File: src/ded_pkg.sv
// Shared types and constants for the descriptor Euclidean distance block.
`default_nettype none

package ded_pkg;

  localparam int ELEM_W     = 16;
  localparam int DIFF_W     = ELEM_W + 1;
  localparam int PROD_W     = 2 * DIFF_W;
  localparam int SUM_W      = 42;
  localparam int ROOT_W     = 21;
  localparam int ROOT_ITERS = ROOT_W;
  localparam int CNT_W      = $clog2(ROOT_ITERS);

  localparam logic [SUM_W-1:0]  SUM_MAX   = {SUM_W{1'b1}};
  localparam logic [SUM_W-1:0]  ROOT_BIT0 = SUM_W'(1) << (2 * (ROOT_W - 1));
  localparam logic [ROOT_W:0]   ROOT_LIM  = (ROOT_W + 1)'(1) << ROOT_W;
  localparam logic [CNT_W-1:0]  CNT_LAST  = CNT_W'(ROOT_ITERS - 1);

  typedef struct packed {
    logic signed [ELEM_W-1:0] elem_a;
    logic signed [ELEM_W-1:0] elem_b;
    logic                     is_last;
  } ded_in_t;

  typedef struct packed {
    logic [ROOT_W-1:0] distance;
    logic [SUM_W-1:0]  sum_squares;
  } ded_out_t;

  typedef enum logic [1:0] {
    ST_IDLE,
    ST_ACC,
    ST_ROOT,
    ST_EMIT
  } ded_state_t;

  typedef struct packed {
    logic load_sq;
    logic acc_upd;
    logic root_start;
    logic root_step;
    logic out_load;
  } ded_cmd_t;

  typedef struct packed {
    logic last_r;
    logic root_last;
  } ded_sts_t;

endpackage

`default_nettype wire

File: src/ded_ctrl.sv
// Controller state machine: sequences square, accumulate, root and emit.
`default_nettype none

module ded_ctrl (
  input  wire logic              clk,
  input  wire logic              rst_n,
  input  wire logic              in_valid,
  output logic                   in_ready,
  output logic                   out_valid,
  input  wire logic              out_ready,
  input  wire ded_pkg::ded_sts_t sts,
  output ded_pkg::ded_cmd_t      cmd
);
  import ded_pkg::*;

  ded_state_t state_r, state_nxt;
  logic       out_valid_r, out_valid_nxt;

  always_ff @(posedge clk) begin
    if (!rst_n) begin
      state_r     <= ST_IDLE;
      out_valid_r <= 1'b0;
    end else begin
      state_r     <= state_nxt;
      out_valid_r <= out_valid_nxt;
    end
  end

  always_comb begin
    state_nxt = state_r;
    cmd       = '0;
    in_ready  = 1'b0;
    unique case (state_r)
      ST_IDLE: begin
        in_ready = 1'b1;
        if (in_valid) begin
          cmd.load_sq = 1'b1;
          state_nxt   = ST_ACC;
        end
      end
      ST_ACC: begin
        cmd.acc_upd    = 1'b1;
        cmd.root_start = sts.last_r;
        state_nxt      = sts.last_r ? ST_ROOT : ST_IDLE;
      end
      ST_ROOT: begin
        cmd.root_step = 1'b1;
        if (sts.root_last) begin
          state_nxt = ST_EMIT;
        end
      end
      ST_EMIT: begin
        if (!out_valid_r || out_ready) begin
          cmd.out_load = 1'b1;
          state_nxt    = ST_IDLE;
        end
      end
      default: state_nxt = ST_IDLE;
    endcase

    if (cmd.out_load) begin
      out_valid_nxt = 1'b1;
    end else if (out_ready) begin
      out_valid_nxt = 1'b0;
    end else begin
      out_valid_nxt = out_valid_r;
    end
  end

  assign out_valid = out_valid_r;

endmodule

`default_nettype wire

File: src/ded_dpath.sv
// Datapath: squared difference, saturating accumulator, bit-serial root, output register.
`default_nettype none

module ded_dpath (
  input  wire logic              clk,
  input  wire logic              rst_n,
  input  wire ded_pkg::ded_in_t  in_data,
  input  wire ded_pkg::ded_cmd_t cmd,
  output ded_pkg::ded_sts_t      sts,
  output ded_pkg::ded_out_t      out_data
);
  import ded_pkg::*;

  logic [DIFF_W-1:0] diff;
  logic [DIFF_W-1:0] mag;
  logic [PROD_W-1:0] prod;
  logic [SUM_W-1:0]  sq_nxt;
  logic [SUM_W:0]    sum_wide;
  logic [SUM_W-1:0]  sum_nxt;
  logic [SUM_W:0]    trial;
  logic              fits;

  logic [SUM_W-1:0]  sq_r;
  logic              last_r;
  logic [SUM_W-1:0]  acc_r;
  logic [SUM_W-1:0]  sum_r;
  logic [SUM_W-1:0]  rem_r;
  logic [SUM_W-1:0]  res_r;
  logic [SUM_W-1:0]  bit_r;
  logic [CNT_W-1:0]  cnt_r;
  ded_out_t          out_r;

  // Exact difference, its magnitude and the square, saturated to the sum range.
  always_comb begin
    diff   = {in_data.elem_a[ELEM_W-1], in_data.elem_a}
           - {in_data.elem_b[ELEM_W-1], in_data.elem_b};
    mag    = diff[DIFF_W-1] ? (~diff + DIFF_W'(1)) : diff;
    prod   = PROD_W'(mag) * PROD_W'(mag);
    sq_nxt = ((ROOT_W + 1)'(mag) >= ROOT_LIM) ? SUM_MAX : SUM_W'(prod);
  end

  assign sum_wide = {1'b0, acc_r} + {1'b0, sq_r};
  assign sum_nxt  = sum_wide[SUM_W] ? SUM_MAX : sum_wide[SUM_W-1:0];
  assign trial    = {1'b0, res_r} + {1'b0, bit_r};
  assign fits     = {1'b0, rem_r} >= trial;

  always_ff @(posedge clk) begin
    if (!rst_n) begin
      acc_r  <= '0;
      last_r <= 1'b0;
    end else begin
      if (cmd.load_sq) begin
        last_r <= in_data.is_last;
      end
      if (cmd.root_start) begin
        acc_r <= '0;
      end else if (cmd.acc_upd) begin
        acc_r <= sum_nxt;
      end
    end
  end

  always_ff @(posedge clk) begin
    if (cmd.load_sq) begin
      sq_r <= sq_nxt;
    end
    if (cmd.root_start) begin
      sum_r <= sum_nxt;
      rem_r <= sum_nxt;
      res_r <= '0;
      bit_r <= ROOT_BIT0;
      cnt_r <= '0;
    end else if (cmd.root_step) begin
      if (fits) begin
        rem_r <= rem_r - trial[SUM_W-1:0];
        res_r <= (res_r >> 1) + bit_r;
      end else begin
        res_r <= res_r >> 1;
      end
      bit_r <= bit_r >> 2;
      cnt_r <= cnt_r + CNT_W'(1);
    end
    if (cmd.out_load) begin
      out_r.distance    <= res_r[ROOT_W-1:0];
      out_r.sum_squares <= sum_r;
    end
  end

  assign sts.last_r    = last_r;
  assign sts.root_last = (cnt_r == CNT_LAST);
  assign out_data      = out_r;

endmodule

`default_nettype wire

File: src/descriptor_euclidean_distance_top.sv
// Top level of the descriptor Euclidean distance block.
// Each element transaction occupies the block for a square step, then an accumulate step.
// After the last element the root unit runs 21 iterations, one result bit per cycle.
// The output register frees the block once it is loaded; the load waits while an
// earlier result is still stalled there.
// Synchronous active-low reset clears the accumulator, the state machine and out_valid.
`default_nettype none

module descriptor_euclidean_distance_top (
  input  wire logic             clk,
  input  wire logic             rst_n,
  input  wire logic             in_valid,
  output logic                  in_ready,
  input  wire ded_pkg::ded_in_t in_data,
  output logic                  out_valid,
  input  wire logic             out_ready,
  output ded_pkg::ded_out_t     out_data
);
  import ded_pkg::*;

  // The controller owns the handshakes and the sequence of steps; the datapath
  // holds the accumulator, the square-root unit and the result payload.
  ded_cmd_t cmd;
  ded_sts_t sts;

  // In the idle state the controller takes one element transaction and the
  // datapath registers its saturated squared difference. The next cycle adds
  // that square to the accumulator with saturation at the top of the 42-bit
  // range. When the element carried the last mark, the same cycle copies the
  // final sum into the root unit and clears the accumulator for the next vector.
  ded_ctrl u_ctrl (
    .clk       (clk),
    .rst_n     (rst_n),
    .in_valid  (in_valid),
    .in_ready  (in_ready),
    .out_valid (out_valid),
    .out_ready (out_ready),
    .sts       (sts),
    .cmd       (cmd)
  );

  // The root unit is a restoring digit-by-digit square root that yields one
  // bit of the truncated root per cycle. The result waits in the output
  // register only as long as the downstream side stalls; a new vector may
  // stream in meanwhile, and only the next emit waits for the register to free.
  ded_dpath u_dpath (
    .clk      (clk),
    .rst_n    (rst_n),
    .in_data  (in_data),
    .cmd      (cmd),
    .sts      (sts),
    .out_data (out_data)
  );

endmodule

`default_nettype wire

File: config.mk
export PLATFORM = sky130hd
export DESIGN_NAME = descriptor_euclidean_distance_top
export DESIGN_NICKNAME = d
export VERILOG_FILES = /design/src/ded_pkg.sv /design/src/ded_ctrl.sv /design/src/ded_dpath.sv /design/src/descriptor_euclidean_distance_top.sv
export SDC_FILE = /design/constraint.sdc
export NUM_CORES = 1
export LEC_CHECK = 0
export BUFFER_PORTS_ARGS = -buffer_cell sky130_fd_sc_hd__buf_2
export CORE_MARGIN = 1
export CORE_UTILIZATION = 45
export DETAILED_ROUTE_END_ITERATION = 8
export PLACE_DENSITY = 0.6
export SLEW_MARGIN = 10
export SYNTH_ARGS = -nofsm -noshare
export SYNTH_HDL_FRONTEND = slang
export SYNTH_SLANG_ARGS = --single-unit
File: constraint.sdc
create_clock -name clk -period 13.3 [get_ports clk]
set_input_delay 2.66 -clock clk [delete_from_list [all_inputs] [get_ports clk]]
set_output_delay 2.66 -clock clk [all_outputs]
set_load 0.05 [all_outputs]
==> results.txt <==
status: finished clean
CP Launch Type: input pin
Async SR Flop Fraction: 0%
CTS resizes: 0
share of layout cells above drive strength 1: 7.835%
Layout Skew: 0.03680 ns
GRT Overall Usage: 21.00%
boundary pin count: 102
Hold Buf Count CTS: 0
port bufs: 101
area of the multi-input gates: 16920 sq um
crit path launch: in_data[17]
CTS root buffer: clkbuf_16
vias in the first global route: 20.59k
clock sink total: 294
finished layout cell area: 28710 sq um
Initial Utilization: 45.58%
Layout fillers: 5343
worst stage delay on the critical path: 0.56 ns
synth unique cells: 85
setup ws final: 1.454 ns
dpl cell area: 27630 sq um
die area: 59410 sq um
CP Capture Type: flip-flop
Syn Std Cell Area: 26300 sq um
Arr. time, crit path: 12.17 ns
Ys Warns: 0
Post-synth EDFFs: 180
post-detail-place hpwl: 49.05 mm
sequential area share after synthesis: 29.23%
Final Util: 49.77%
Worst Tran Pin Value: 1.065 ns
clock slew at the register clock pins of the worst setup and hold paths: 0.07 ns
core box area: 57700 sq um
Hold Startpoint: u_dpath.sum_r[34]
Post-DRT Antenna Nets: 0
detail-routed net length per standard cell: 16.74 um
Max clock buf depth: 3
largest net degree at the start of global routing: 96
CP Max Fanout: 11
Setup TNS Final: 0 ns
period utilization: 89.07%
CTS HTree Levels: 1
max-cap check violation count: 0
DRT iter0 DRCs: 1267
sequential cell area: 7687 sq um
Peak Freq: 84.41 MHz
Final Critical Period: 11.85 ns
post-DR vias/cell: 5.434
HP Class: reg2reg
Remaining DRCs: 0
Hold Fails Final Rpt: 0
vias: 20.32k
post-CTS setup buffer count: 0
Routed Wire Length: 62.60 mm
cts bufs inserted: 30
most common cell after layout, fill and taps aside: inv_1
RSZ-0062 raised after global routing: false
die span in y: 243.7 um
Die X: 243.7 um
Max Slew Vio Count: 0
most frequent cells in the layout: inv_1 (364), nand2_1 (254), ha_1 (243), a21oi_1 (222), nor2_1 (219)
# nets final: 3424
global-route wire length before repair: 102.9 mm
Worst EP required: 13.63 ns
worst reg2reg startpoint: u_dpath.res_r[2]
DR pass1 iterations: 5
Clk Latency, worst-skew pair: 0.59 ns
Synth Flop Type: edfxtp_1
Layout area overhead: 9.188%
pre-CTS WS: 0.8534 ns
syn_area_per_cell: 9.128 sq um
Setup-failing EPs final: 0
Rows: 88
crit path kind: in2reg
GPL Wtd Cong: 0.8995
Syn Inst Count: 2881
Synth Register Bits: 294
Max-slew headroom: 29.00%
grt ovf: 0
CTS tree: yes
ant diodes: 0
slowest CP cell: xnor2_1
initial antenna violation count: 0
-- synth_stat cells, types with 26 or more instances --
library cell | instances | share of area (%)
inv_1 | 364 | 5.2
nand2_1 | 255 | 3.6
ha_1 | 243 | 12
a21oi_1 | 222 | 4.2
nor2_1 | 220 | 3.1
fa_1 | 194 | 15
edfxtp_1 | 180 | 21
o21ai_0 | 169 | 3.2
xnor2_1 | 118 | 3.9
dfxtp_1 | 114 | 8.7
clkbuf_1 | 80 | 1.1
xor2_1 | 70 | 2.3
nor3_1 | 54 | 1.0
nand3_1 | 49 | 0.93
a21o_1 | 44 | 1.3
a31oi_1 | 44 | 1.0
a211oi_1 | 29 | 0.83
and3_1 | 29 | 0.69
o21bai_1 | 28 | 0.80
o21a_1 | 27 | 0.77
nor2b_1 | 26 | 0.62
-- area by class of cell --
type | instances | share of cell area, %
Tap cell | 765 | 3.334
Clock buffer | 36 | 2.876
Sequential cell | 294 | 26.77
Timing Repair Buffer | 125 | 2.388
Clock inverter | 20 | 0.8846
Inverter | 368 | 4.820
Multi-Input combinational cell | 2131 | 58.92
-- registers in the layout (all words and copies together) (netlist names) --
name and count:
u_dpath.rem_r 42, u_ctrl.state_r 2, u_dpath.bit_r 21, u_dpath.last_r 1, u_dpath.out_data 63, u_dpath.cnt_r 5, u_dpath.sum_r 42, u_ctrl.out_valid 1
u_dpath.sq_r 33, u_dpath.acc_r 42, u_dpath.res_r 42
-- worst max-delay path: cells and delay by family --
kind,cells,cell delay [ns]
adder cells (fa/ha/maj),9,3.67
AO/OA/AOI/OAI,13,3.25
buffers and inverters,8,0.98
AND/OR/NAND/NOR,3,0.91
XOR/XNOR,2,0.66
-- cell families (layout without fill, tap and decap cells) --
| kind of cell | after synthesis | count (layout) | synth area share (%) |
|---|---|---|---|
| other | 2 | 12 | 0.02856 |
| adders and majority gates | 437 | 437 | 26.33 |
| AOI/OAI and AO/OA | 698 | 698 | 16.65 |
| muxes | 28 | 28 | 1.113 |
| and+or+nand+nor | 766 | 766 | 13.52 |
| xor gates and xnor gates | 190 | 190 | 6.385 |
| DFF | 294 | 294 | 29.23 |
| buffers and inverters | 466 | 549 | 6.737 |
-- metal layers --
layer / GRT usage, % / vias to the layer above / routed length, um
met3: 1.707 / 90 / 2348
met1: 27.18 / 9707 / 28220
met2: 37.31 / 467 / 30470
met4: 5.974 / 0 / 1558
li1: - / 10053 / -
met5: 0 / - / 0
-- final timing paths --
check / end / slack, ns / cells after the start
max: u_dpath.sq_r[32] / 1.45 / 35
min: u_dpath.out_data[34] / 0.42 / 0
max reg2reg: u_dpath.rem_r[37] / 5.45 / 22
min reg2reg: u_dpath.out_data[34] / 0.42 / 0
-- per-stage QoR --
stage	std cells	hold WS (ns)
5_1_grt	3739	0.4247
6_report	3739	0.4162
4_1_cts	3739	0.4171
3_3_place_gp	3683	0.4003
3_5_place_dp	3683	0.4054
2_1_floorplan	2891	0.4003
Power is left out: the tool's default activity adds up to more than one toggle a clock period on the data nets, which glitch-free logic cannot reach.
